### src/sv/sps_pkg.sv
`default_nettype none
// ----------------------------------------------------------------------------
// sps_pkg: shared types and constants of the scheduling policy selector
// Item and result payloads, register indexes, policy codes and the job record
// that travels from the classify front end to the state-keeping back end.
// ----------------------------------------------------------------------------
package sps_pkg;

  // Width of the tick and switch counters (8 .. 32)
  localparam int CNT_W   = 16;
  // Compare width: wide enough for both the counters and the 16-bit interval
  localparam int CMP_W   = (CNT_W > 16) ? CNT_W : 16;
  localparam int SCORE_W = 14;
  localparam int NPOL    = 4;

  localparam logic [SCORE_W-1:0] CONF_CAP = 14'd10000;

  // Configuration register indexes
  localparam logic [1:0] CFG_ENGINE_SELECT = 2'd0;
  localparam logic [1:0] CFG_HYSTERESIS    = 2'd1;
  localparam logic [1:0] CFG_EVAL_INTERVAL = 2'd2;
  localparam logic [1:0] CFG_BUCKET_TABLE  = 2'd3;

  typedef enum logic [1:0] {
    MODE_TICK  = 2'd0,
    MODE_EVAL  = 2'd1,
    MODE_CLEAR = 2'd2
  } mode_t;

  typedef enum logic [1:0] {
    POL_HP  = 2'd0,
    POL_RM  = 2'd1,
    POL_EDF = 2'd2,
    POL_MC  = 2'd3
  } policy_t;

  typedef enum logic {
    ENG_RULES = 1'b0,
    ENG_TABLE = 1'b1
  } engine_t;

  typedef struct packed {
    logic [1:0]  mode;
    logic [13:0] util_bp;
    logic [13:0] miss_rate_bp;
    logic [13:0] hi_crit_ratio_bp;
    logic [15:0] mode_sw_cnt;
  } in_item_t;

  typedef struct packed {
    logic [1:0]  recommended_policy;
    logic [13:0] conf_score;
    logic [1:0]  active_pol;
    logic        switched;
    logic        eval_due;
    logic [15:0] switch_count;
  } out_item_t;

  typedef struct packed {
    engine_t     engine_select;
    logic [13:0] hyst_margin;
    logic [15:0] tick_period;
    logic [31:0] bucket_table;
  } cfg_t;

  // Classified item: mode plus all four scores and the winner
  typedef struct packed {
    logic [1:0]                      mode;
    policy_t                         rec;
    logic [SCORE_W-1:0]              conf;
    logic [NPOL-1:0][SCORE_W-1:0]    score;
  } job_t;

endpackage
`default_nettype wire

### src/sv/sps_front.sv
`default_nettype none
// ----------------------------------------------------------------------------
// sps_front: item classifier and policy scorer
// Scores the four policies by threshold rules or the bucket table and picks
// the winner, lowest code on a tie.
// ----------------------------------------------------------------------------
module sps_front
  import sps_pkg::*;
(
  input  in_item_t in_item,
  input  cfg_t     cfg,
  output job_t     job
);

  logic [13:0]        u, m, c;
  logic [SCORE_W-1:0] r0, r1, r2, r3;
  logic [SCORE_W-1:0] sc [NPOL];
  logic [1:0]         ub, cb;
  logic [3:0]         bidx;
  logic [1:0]         pick;
  logic [SCORE_W-1:0] best;
  policy_t            rec;

  assign u = in_item.util_bp;
  assign m = in_item.miss_rate_bp;
  assign c = in_item.hi_crit_ratio_bp;

  // Threshold rules
  always_comb begin
    logic [SCORE_W-1:0] t1, t3;
    r0 = 14'd2000;
    if (u > 14'd5000 && u < 14'd8500) r0 = r0 + 14'd1500;
    if (c < 14'd2000) r0 = r0 + 14'd1000;

    t1 = (u < 14'd5000) ? 14'd3000 : ((u < 14'd7000) ? 14'd1500 : 14'd0);
    if (m < 14'd100) t1 = t1 + 14'd2000;
    if (u > 14'd8000) t1 = (t1 > 14'd1500) ? t1 - 14'd1500 : 14'd0;
    r1 = t1;

    r2 = (u > 14'd8500) ? 14'd3000 : ((u > 14'd6000) ? 14'd2000 : 14'd0);
    r2 = r2 + ((m > 14'd500) ? 14'd3000 : ((m > 14'd100) ? 14'd1500 : 14'd0));

    t3 = (c > 14'd4000) ? 14'd4000 : ((c > 14'd2000) ? 14'd2000 : 14'd0);
    if (in_item.mode_sw_cnt != 16'd0) t3 = t3 + 14'd1000;
    if (c < 14'd1000) t3 = (t3 > 14'd2000) ? t3 - 14'd2000 : 14'd0;
    r3 = t3;
  end

  // Bucket lookup: value / 2500 capped at three
  always_comb begin
    ub = (u >= 14'd7500) ? 2'd3 : (u >= 14'd5000) ? 2'd2 : (u >= 14'd2500) ? 2'd1 : 2'd0;
    cb = (c >= 14'd7500) ? 2'd3 : (c >= 14'd5000) ? 2'd2 : (c >= 14'd2500) ? 2'd1 : 2'd0;
    bidx = {ub, cb};
    pick = cfg.bucket_table[{bidx, 1'b0} +: 2];
  end

  always_comb begin
    for (int i = 0; i < NPOL; i++) begin
      if (cfg.engine_select == ENG_TABLE) begin
        sc[i] = (pick == 2'(i)) ? 14'd7500 : 14'd2500;
      end else begin
        case (i)
          0:       sc[i] = r0;
          1:       sc[i] = r1;
          2:       sc[i] = r2;
          default: sc[i] = r3;
        endcase
      end
    end
  end

  // Argmax, strict compare keeps the lowest code on a tie
  always_comb begin
    best = '0;
    rec  = POL_HP;
    for (int i = 0; i < NPOL; i++) begin
      if (sc[i] > best) begin
        best = sc[i];
        rec  = policy_t'(2'(i));
      end
    end
  end

  always_comb begin
    job.mode = in_item.mode;
    job.rec  = rec;
    job.conf = (best > CONF_CAP) ? CONF_CAP : best;
    for (int i = 0; i < NPOL; i++) begin
      job.score[i] = sc[i];
    end
  end

endmodule
`default_nettype wire

### src/sv/sps_queue.sv
`default_nettype none
// ----------------------------------------------------------------------------
// sps_queue: two-entry job queue
// Decouples the scorer from the state update so that each side stalls alone.
// ----------------------------------------------------------------------------
module sps_queue
  import sps_pkg::*;
(
  input  logic clk,
  input  logic rst_n,
  input  logic push_valid,
  output logic push_ready,
  input  job_t push_job,
  output logic pop_valid,
  input  logic pop_ready,
  output job_t pop_job
);

  job_t       mem_r [2];
  logic       wr_ptr_r, wr_ptr_nxt;
  logic       rd_ptr_r, rd_ptr_nxt;
  logic [1:0] count_r, count_nxt;
  logic       push, pop;

  assign push_ready = (count_r != 2'd2);
  assign pop_valid  = (count_r != 2'd0);
  assign pop_job    = mem_r[rd_ptr_r];
  assign push       = push_valid && push_ready;
  assign pop        = pop_valid && pop_ready;

  always_comb begin
    wr_ptr_nxt = push ? ~wr_ptr_r : wr_ptr_r;
    rd_ptr_nxt = pop  ? ~rd_ptr_r : rd_ptr_r;
    count_nxt  = count_r + {1'b0, push} - {1'b0, pop};
  end

  always_ff @(posedge clk) begin
    if (!rst_n) begin
      wr_ptr_r <= 1'b0;
      rd_ptr_r <= 1'b0;
      count_r  <= 2'd0;
    end else begin
      wr_ptr_r <= wr_ptr_nxt;
      rd_ptr_r <= rd_ptr_nxt;
      count_r  <= count_nxt;
    end
  end

  always_ff @(posedge clk) begin
    if (push) begin
      mem_r[wr_ptr_r] <= push_job;
    end
  end

endmodule
`default_nettype wire

### src/sv/sps_back.sv
`default_nettype none
// ----------------------------------------------------------------------------
// sps_back: policy state and result register
// Applies ticks, evaluations and clears to the policy state and holds one
// result beat until the consumer takes it.
// ----------------------------------------------------------------------------
module sps_back
  import sps_pkg::*;
(
  input  logic      clk,
  input  logic      rst_n,
  input  cfg_t      cfg,
  input  logic      job_valid,
  output logic      job_ready,
  input  job_t      job,
  output logic      out_valid,
  input  logic      out_ready,
  output out_item_t out_data
);

  policy_t          cur_pol_r, cur_pol_nxt;
  logic [CNT_W-1:0] tick_r, tick_nxt;
  logic [CNT_W-1:0] sw_total_r, sw_total_nxt;
  logic             out_valid_r, out_valid_nxt;
  out_item_t        out_data_r, out_data_nxt;

  logic             take;
  logic [CNT_W-1:0] tick_inc;
  logic [CMP_W-1:0] tick_ext, lim_ext, sw_ext;
  logic [15:0]      lim;
  logic [14:0]      cur_plus_hyst;
  logic             do_switch;

  assign job_ready = !out_valid_r || out_ready;
  assign take      = job_valid && job_ready;

  always_comb begin
    lim           = (cfg.tick_period == 16'd0) ? 16'd1 : cfg.tick_period;
    tick_inc      = (tick_r == {CNT_W{1'b1}}) ? tick_r : tick_r + 1'b1;
    tick_ext      = CMP_W'(tick_inc);
    lim_ext       = CMP_W'(lim);
    cur_plus_hyst = {1'b0, job.score[cur_pol_r]} + {1'b0, cfg.hyst_margin};
    do_switch     = (job.rec != cur_pol_r) && ({1'b0, job.conf} > cur_plus_hyst);
  end

  // State update for the item taken this cycle
  always_comb begin
    cur_pol_nxt  = cur_pol_r;
    tick_nxt     = tick_r;
    sw_total_nxt = sw_total_r;
    out_data_nxt = out_data_r;
    if (take) begin
      out_data_nxt.recommended_policy = 2'd0;
      out_data_nxt.conf_score         = '0;
      out_data_nxt.switched           = 1'b0;
      out_data_nxt.eval_due           = 1'b0;
      case (job.mode)
        MODE_TICK: begin
          if (tick_ext >= lim_ext) begin
            tick_nxt              = '0;
            out_data_nxt.eval_due = 1'b1;
          end else begin
            tick_nxt = tick_inc;
          end
        end
        MODE_EVAL: begin
          out_data_nxt.recommended_policy = job.rec;
          out_data_nxt.conf_score         = job.conf;
          if (do_switch) begin
            cur_pol_nxt           = job.rec;
            sw_total_nxt          = (sw_total_r == {CNT_W{1'b1}}) ? sw_total_r
                                                                  : sw_total_r + 1'b1;
            out_data_nxt.switched = 1'b1;
          end
        end
        MODE_CLEAR: begin
          cur_pol_nxt  = POL_HP;
          tick_nxt     = '0;
          sw_total_nxt = '0;
        end
        default: begin
        end
      endcase
      sw_ext                     = CMP_W'(sw_total_nxt);
      out_data_nxt.active_pol    = cur_pol_nxt;
      out_data_nxt.switch_count  = sw_ext[15:0];
    end else begin
      sw_ext = '0;
    end
  end

  always_comb begin
    out_valid_nxt = out_valid_r;
    if (take) begin
      out_valid_nxt = 1'b1;
    end else if (out_ready) begin
      out_valid_nxt = 1'b0;
    end
  end

  always_ff @(posedge clk) begin
    if (!rst_n) begin
      cur_pol_r   <= POL_HP;
      tick_r      <= '0;
      sw_total_r  <= '0;
      out_valid_r <= 1'b0;
    end else begin
      cur_pol_r   <= cur_pol_nxt;
      tick_r      <= tick_nxt;
      sw_total_r  <= sw_total_nxt;
      out_valid_r <= out_valid_nxt;
    end
  end

  always_ff @(posedge clk) begin
    out_data_r <= out_data_nxt;
  end

  assign out_valid = out_valid_r;
  assign out_data  = out_data_r;

endmodule
`default_nettype wire

### src/sv/scheduling_policy_selector.sv
`default_nettype none
// ----------------------------------------------------------------------------
// scheduling_policy_selector: adaptive scheduling policy selector
// Ticks an evaluation interval and scores four scheduling policies, switching
// the active one only past a hysteresis margin.
// ----------------------------------------------------------------------------
// The block takes one item per cycle unless the queue is full and returns
// exactly one result beat per item, in order. A tick (mode 0) advances the
// interval counter and flags eval_due when the interval is reached; an
// evaluation (mode 1) scores the four policies and may switch the active
// one; a clear (mode 2) returns the policy state to reset while keeping the
// configuration. An accepted item passes through the queue and the result
// register before its result shows. Throughput is one item per cycle while
// out_ready holds, set by the result register: the front end scores an item
// in the cycle it arrives and pushes it into a two-entry queue, and the back
// end pops one job per cycle into the result register whenever that
// register is empty or being drained. Write configuration only while no
// item is in flight.
module scheduling_policy_selector
  import sps_pkg::*;
(
  input  logic        clk,
  input  logic        rst_n,
  input  logic        cfg_we,
  input  logic [1:0]  cfg_idx,
  input  logic [31:0] cfg_wdata,
  input  logic        in_valid,
  output logic        in_ready,
  input  in_item_t    in_data,
  output logic        out_valid,
  input  logic        out_ready,
  output out_item_t   out_data
);

  // Configuration registers
  cfg_t cfg_r, cfg_nxt;

  // Front to queue, queue to back
  job_t front_job;
  job_t q_job;
  logic q_valid;
  logic q_ready;
  logic q_job_ready;

  // Decode configuration writes; an index lands on exactly one register
  always_comb begin
    cfg_nxt = cfg_r;
    if (cfg_we) begin
      case (cfg_idx)
        CFG_ENGINE_SELECT: cfg_nxt.engine_select = engine_t'(cfg_wdata[0]);
        CFG_HYSTERESIS:    cfg_nxt.hyst_margin   = cfg_wdata[13:0];
        CFG_EVAL_INTERVAL: cfg_nxt.tick_period   = cfg_wdata[15:0];
        CFG_BUCKET_TABLE:  cfg_nxt.bucket_table  = cfg_wdata;
        default: begin
        end
      endcase
    end
  end

  always_ff @(posedge clk) begin
    if (!rst_n) begin
      cfg_r.engine_select <= ENG_RULES;
      cfg_r.hyst_margin   <= 14'd500;
      cfg_r.tick_period   <= 16'd100;
      cfg_r.bucket_table  <= 32'd0;
    end else begin
      cfg_r <= cfg_nxt;
    end
  end

  // Score and pick the winner as the beat arrives
  sps_front u_front (
    .in_item (in_data),
    .cfg     (cfg_r),
    .job     (front_job)
  );

  // Hold scored jobs so input and output stall independently
  sps_queue u_queue (
    .clk        (clk),
    .rst_n      (rst_n),
    .push_valid (in_valid),
    .push_ready (q_ready),
    .push_job   (front_job),
    .pop_valid  (q_valid),
    .pop_ready  (q_job_ready),
    .pop_job    (q_job)
  );

  assign in_ready = q_ready;

  // Advance policy state and register the result beat
  sps_back u_back (
    .clk       (clk),
    .rst_n     (rst_n),
    .cfg       (cfg_r),
    .job_valid (q_valid),
    .job_ready (q_job_ready),
    .job       (q_job),
    .out_valid (out_valid),
    .out_ready (out_ready),
    .out_data  (out_data)
  );

  // A switch always lands on the recommended policy
  a_switch_to_rec: assert property (@(posedge clk) disable iff (!rst_n)
    (out_valid && out_data.switched) |->
      (out_data.active_pol == out_data.recommended_policy))
    else $error("switch did not adopt recommended policy");

  // A due flag only comes from a tick, which recommends nothing
  a_due_is_tick: assert property (@(posedge clk) disable iff (!rst_n)
    (out_valid && out_data.eval_due) |->
      (!out_data.switched && out_data.conf_score == 14'd0 &&
       out_data.recommended_policy == 2'd0))
    else $error("eval_due set on a non-tick result");

  // A switch leaves a nonzero switch count behind it
  a_switch_counted: assert property (@(posedge clk) disable iff (!rst_n)
    (out_valid && out_data.switched) |-> (out_data.switch_count != 16'd0))
    else $error("switch not counted");

  // A result beat taken with no queued job leaves the result register empty
  a_drain: assert property (@(posedge clk) disable iff (!rst_n)
    (out_valid && out_ready && !q_valid) |=> !out_valid)
    else $error("result beat repeated");

endmodule
`default_nettype wire

### config.mk
export PLATFORM = sky130hd
export DESIGN_NAME = scheduling_policy_selector
export DESIGN_NICKNAME = d
export VERILOG_FILES = /design/src/sv/sps_pkg.sv /design/src/sv/sps_front.sv /design/src/sv/sps_queue.sv /design/src/sv/sps_back.sv /design/src/sv/scheduling_policy_selector.sv
export SDC_FILE = /design/constraint.sdc
export NUM_CORES = 1
export LEC_CHECK = 0
export BUFFER_PORTS_ARGS = -buffer_cell sky130_fd_sc_hd__buf_2
export CORE_MARGIN = 5
export CORE_UTILIZATION = 40
export CTS_BUF_LIST = sky130_fd_sc_hd__clkbuf_4 sky130_fd_sc_hd__clkbuf_8
export CTS_CLUSTER_SIZE = 30
export DETAILED_ROUTE_END_ITERATION = 16
export GPL_TIMING_DRIVEN = 0
export PLACE_DENSITY = 0.56
export SETUP_SLACK_MARGIN = 0.15
export SYNTH_ARGS = -nofsm -noshare
export SYNTH_HDL_FRONTEND = slang
export SYNTH_HIERARCHICAL = 1
export SYNTH_SLANG_ARGS = --single-unit
export TNS_END_PERCENT = 100
### constraint.sdc
create_clock -name clk -period 15.8 [get_ports clk]
set_input_delay 0.79 -clock clk [delete_from_list [all_inputs] [get_ports clk]]
set_output_delay 0.79 -clock clk [all_outputs]
set_load 0.02 [all_outputs]
== Yosys cells after proc, flatten, opt, wreduce, memory -nomap -nowiden ==
Memories as Yosys holds them, arrays and structs flattened. A register that Yosys moved wholly into a read port is not among the register bits.
Index checks and enable logic that the tools add are counted.

* Memories kept: 1
* Input bits: 99
* Output and inout bits: 38
* Bits in writable memories: 148
* Register bits after elaboration: 138

{| class="wikitable"
|+ Memory list
! memory !! words !! bits a word !! rd ports !! clocked after memory_dff !! wr ports !! RTL line !! text
|-
| u_queue.mem_r || 2 || 74 || 1 || 1 || 1 || sps_queue.sv:19 || <nowiki>job_t mem_r [2];</nowiki>
|}

* Bitwise logic cells: 2
* Order comparisons: 30
* Shifts and indexed selects: 1
* Reductions and logical operators: 19
* Multiplexer cells: 57
* Equality and inequality tests: 12
* Add/subtract/negate cells: 11

{| class="wikitable"
|+ Operators by type and width
! kind !! number
|-
| $mux W14 || 21
|-
| $mux W16 || 5
|-
| $pmux W16 S2 || 2
|-
| $ge A14 B13 Y1 const B || 4
|-
| $mux W13 || 4
|-
| $mux W11 || 4
|-
| $gt A14 B11 Y1 const B || 3
|-
| $gt A14 B13 Y1 const B || 3
|-
| $gt A14 B14 Y1 || 3
|-
| $add A16 B1 Y16 const B || 2
|-
| $eq A16 B16 Y1 const B || 2
|-
| $shiftx A32 B6 Y2 || 1
|-
| $bmux W14 S2 || 1
|-
| $ge A14 B12 Y1 const B || 2
|-
| $gt A14 B14 Y1 const B || 2
|-
| $lt A14 B13 Y1 const B || 2
|-
| $sub A14 B11 Y14 const B || 2
|-
| $ge A16 B16 Y1 || 1
|-
| $logic_not A16 Y1 || 1
|-
| $reduce_bool A16 Y1 || 1
|-
| $add A14 B14 Y15 || 1
|-
| $gt A14 B15 Y1 || 1
|-
| $add A14 B10 Y14 const B || 1
|-
| $add A14 B11 Y14 const B || 1
|-
| 28 further kinds || 62
|}

== Depth between registers and ports, before layout ==
* Word-level depth: 18
* Mapped depth: 40

== Cells and area by module ==
Netlist, hierarchy kept.

{| class="wikitable"
|+ Modules (own cells, without submodules)
! module !! cells an instance !! area an instance (um^2) !! instances
|-
| sps_queue || 254 || 5,820.6 || 1
|-
| sps_back || 581 || 5,491.5 || 1
|-
| sps_front || 518 || 3,445.8 || 1
|-
| scheduling_policy_selector || 255 || 2,501.1 || 1
|}

== Worst setup path after synthesis ==
OpenSTA, ideal clock, no wires.

* Kind: input to register
* From: in in_data[20] (netlist bit)
* To: mem u_queue/mem_r[0][61] (netlist bit), data pin
* Setup slack: 7,641 ps
* Arrival: 7,899 ps
* Cell stages on the path: 37
* Data required time: 15,540 ps
* Buffers on the path: 4
* Library setup time: 260 ps
* Cells stage by stage: nor4_1 -> o211ai_1 -> a221oi_1 -> nor4b_1 -> nor4_1 -> nand4_1 -> nand2_1 -> inv_1 -> ha_1 -> nor2b_1 -> o31ai_1 -> a21oi_1 -> or4b_4 -> a22o_4 -> nand3_1 -> and3_1 -> buf_6 -> nor2_1 -> ha_1 -> nor2b_1 -> o21ai_0 -> nand2b_1 -> a211oi_1 -> o31a_1 -> nand2b_1 -> clkbuf_1 -> clkbuf_1 -> nor2_1 -> or2_1 -> ha_1 -> nand4_1 -> or2_2 -> o21ai_0 -> o22a_1 -> clkbuf_1 -> a211o_1 -> a21boi_1

{| class="wikitable"
|+ RTL lines
! element !! RTL line !! text
|-
| start, declared || scheduling_policy_selector.sv:29 || <nowiki>input in_item_t in_data,</nowiki>
|-
| end, declared || sps_queue.sv:19 ||
|}

==> qor.txt <==
CP endpoint kind = register
Global Route Usage Sum = 18.8%
Vias/cell = 5.38
Yosys Warn Count = 6
IR drop worst, VDD = 0.0000615 V
Overall Power = 2.72 mW
Reg2Reg Setup Slack = 6.77 ns
CP Max Fanout = 10
Post-Place Setup Slack = 5.46 ns
First drt pass iteration count = 5
Routed WL per cell = 18.7 um
Die area = 47400 um^2
Routability Congestion = 0.892
Vias = 13100
Power Density = 138 nW/um^2
Asr flop ratio synth = 0%
Setup Buffers After CTS = 0
CP max stage delay = 0.73 ns
Post-synth EDFFs = 184
Mapped Cells = 1608
Hold_ws = 0.396 ns
Num ports = 137
Hold crit path type = input pin to register
Layout cells sized above 1 = 21.4%
I/O Buffers = 124
Site row count = 76
Cell taking the most area after synthesis = edfxtp_1
Sink Count = 287
Mapped cell area = 17300 um^2
Wirelength, routed = 45300 um
Fmax achieved = 100 MHz
Dpl hpwl = 34700 um
Vias in the first global route = 13000
Max Buffers Root-to-Sink = 3
Final TNS setup = 0 ns
Initial DRC count = 707
CTS Buf Count = 51
Mean Syn Cell Area = 10.7 um^2
Most frequent cell after synthesis = edfxtp_1
Final setup margin = 5.84 ns
Synth Register Bits = 287
Largest net degree at the start of global routing = 51
CP Data Required Time = 16.12 ns
Die height = 218 um
Status = complete, no violations
Final min period = 9.96 ns
Die Wd = 218 um
Skew-Pair Late Insertion Delay = 0.60 ns
FILL cells = 4080
DRC viols = 0
Synthesis-to-finish area growth = 14.4%
Worst-Margin Slew = 1.04 ns
Slew margin rel. = 30.2%
Post-route cell area = 19700 um^2
Clock transition at the registers of the reported paths = 0.06 ns
Arr. time, crit path = 10.28 ns
Hold_buf cts = 0
Top-area cell type share of the netlist area = 32.0%
Final setup viols = 0
Final period util = 63.1%
Sequential share of the synthesized area = 44.0%
Cell variety after synth = 97
Htree depth = 2
Synth cell count leaders = edfxtp_1, nand2_1, dfxtp_1
Post-DP Area = 18700 um^2
Final hold viol count = 0
Grt ovf = 0
Starting Density = 40.2%
Initial antenna violation count = 0
First-pass GRT wire length = 71400 um
Max cap viols = 0
Clock Tree Root = clkbuf_8
Setup Crit Path Kind = input pin to register
Post-CTS resize count = 0
Leak pwr = 8.07 nW
Most area-consuming cells after synthesis = edfxtp_1, dfxtp_1, ha_1
CP Launch Type = input pin
Synth Flop Type = edfxtp_1
RSZ-0062 raised after global routing = false
DRT antenna net count = 0
Final Slew Violations = 0
Core area = 42900 um^2
CTS tree = done
Nets = 2000
Fin Clk Skew = 0.0311 ns
Slowest cell on crit path = nor4_1
## registers in the layout (all words and copies together) (netlist names), 2 cells and up, named ones only
name	cells
u_queue/count_r	2
cfg_r	63
u_back/tick_r	16
u_back/cur_pol_r	2
u_back/out_data	36
u_back/sw_total_r	16
u_queue/mem_r	148
## cells in the final DEF, fill, tap and decap left out, types with 22 or more instances in the layout
| cell type | count |
|---|---|
| clkinv_1 | 22 |
| and2_1 | 27 |
| nor3_1 | 29 |
| nand4_1 | 34 |
| inv_1 | 68 |
| nand2_1 | 172 |
| and3_1 | 22 |
| mux2_4 | 60 |
| o21ai_0 | 34 |
| edfxtp_1 | 184 |
| nor4_1 | 22 |
| a31oi_1 | 22 |
| dfxtp_1 | 103 |
| mux2i_1 | 84 |
| buf_2 | 142 |
| ha_1 | 98 |
| xnor2_1 | 24 |
| nor2_1 | 86 |
| clkbuf_1 | 41 |
| a21oi_1 | 64 |
| clkbuf_8 | 54 |
| nand3_1 | 35 |
## area by class of cell
class / count / area (um^2) / area share, %
diodes: 1 / 2.50 / 0.0127
plain buffers: 100 / 604 / 3.06
clock buffers: 63 / 811 / 4.11
clock inverters: 31 / 194 / 0.982
inverters: 70 / 263 / 1.33
multi-input cells: 1164 / 8870 / 44.9
flip-flops and latches: 287 / 7590 / 38.4
well taps: 585 / 732 / 3.71
repair buffers: 127 / 688 / 3.48
## metal layers
layer | vias to the layer above | wire [um] | global-route usage [%]
met5 | - | 0 | 0
li1 | 6381 | - | -
met1 | 6291 | 20100 | 25.0
met2 | 318 | 21800 | 32.1
met4 | 0 | 1190 | 5.65
met3 | 73 | 2160 | 2.61
## where the power goes
part,internal (mW),switching [mW]
Sequential,0.933,0.0302
Combinational,0.431,0.650
Clock,0.371,0.308
## through the flow
step	util, %	instances
final	46.0	2428
after global routing	46.0	2427
after CTS	46.0	2427
after detailed placement	43.7	2333
after global placement	43.5	2330
after floorplan	-	1621
## worst max-delay path, delay by kind of cell
kind / cells / cell delay [ns]
buffers and inverters: 6 / 1.40
and+or+nand+nor: 18 / 4.27
AOI/OAI and AO/OA: 11 / 2.91
adders and majority gates: 3 / 0.88
## logic make-up (layout without fill, tap and decap cells)
| kind of cell | count (synthesis) | count (layout) | share of synthesized area (%) |
|---|---|---|---|
| simple gates | 539 | 539 | 16.2 |
| compound gates | 303 | 303 | 12.8 |
| flops | 287 | 287 | 44.0 |
| mux | 176 | 176 | 13.1 |
| buf+inv | 170 | 391 | 5.02 |
| fa+ha+maj | 100 | 100 | 7.34 |
| xor+xnor | 31 | 31 | 1.57 |
| other cells | 2 | 16 | 0.0435 |
## final timing paths
| path | start | endpoint | cells past startpoint |
|---|---|---|---|
| max | in_data[20] | u_queue/mem_r[1][58] | 38 |
| min | in_data[59] | u_queue/mem_r[1][73] | 1 |
| max reg2reg | cfg_r[8] | u_queue/mem_r[1][58] | 36 |
| min reg2reg | cfg_r[28] | cfg_r[28] | 2 |
No activity file was read; power rests on OpenSTA's default activity.
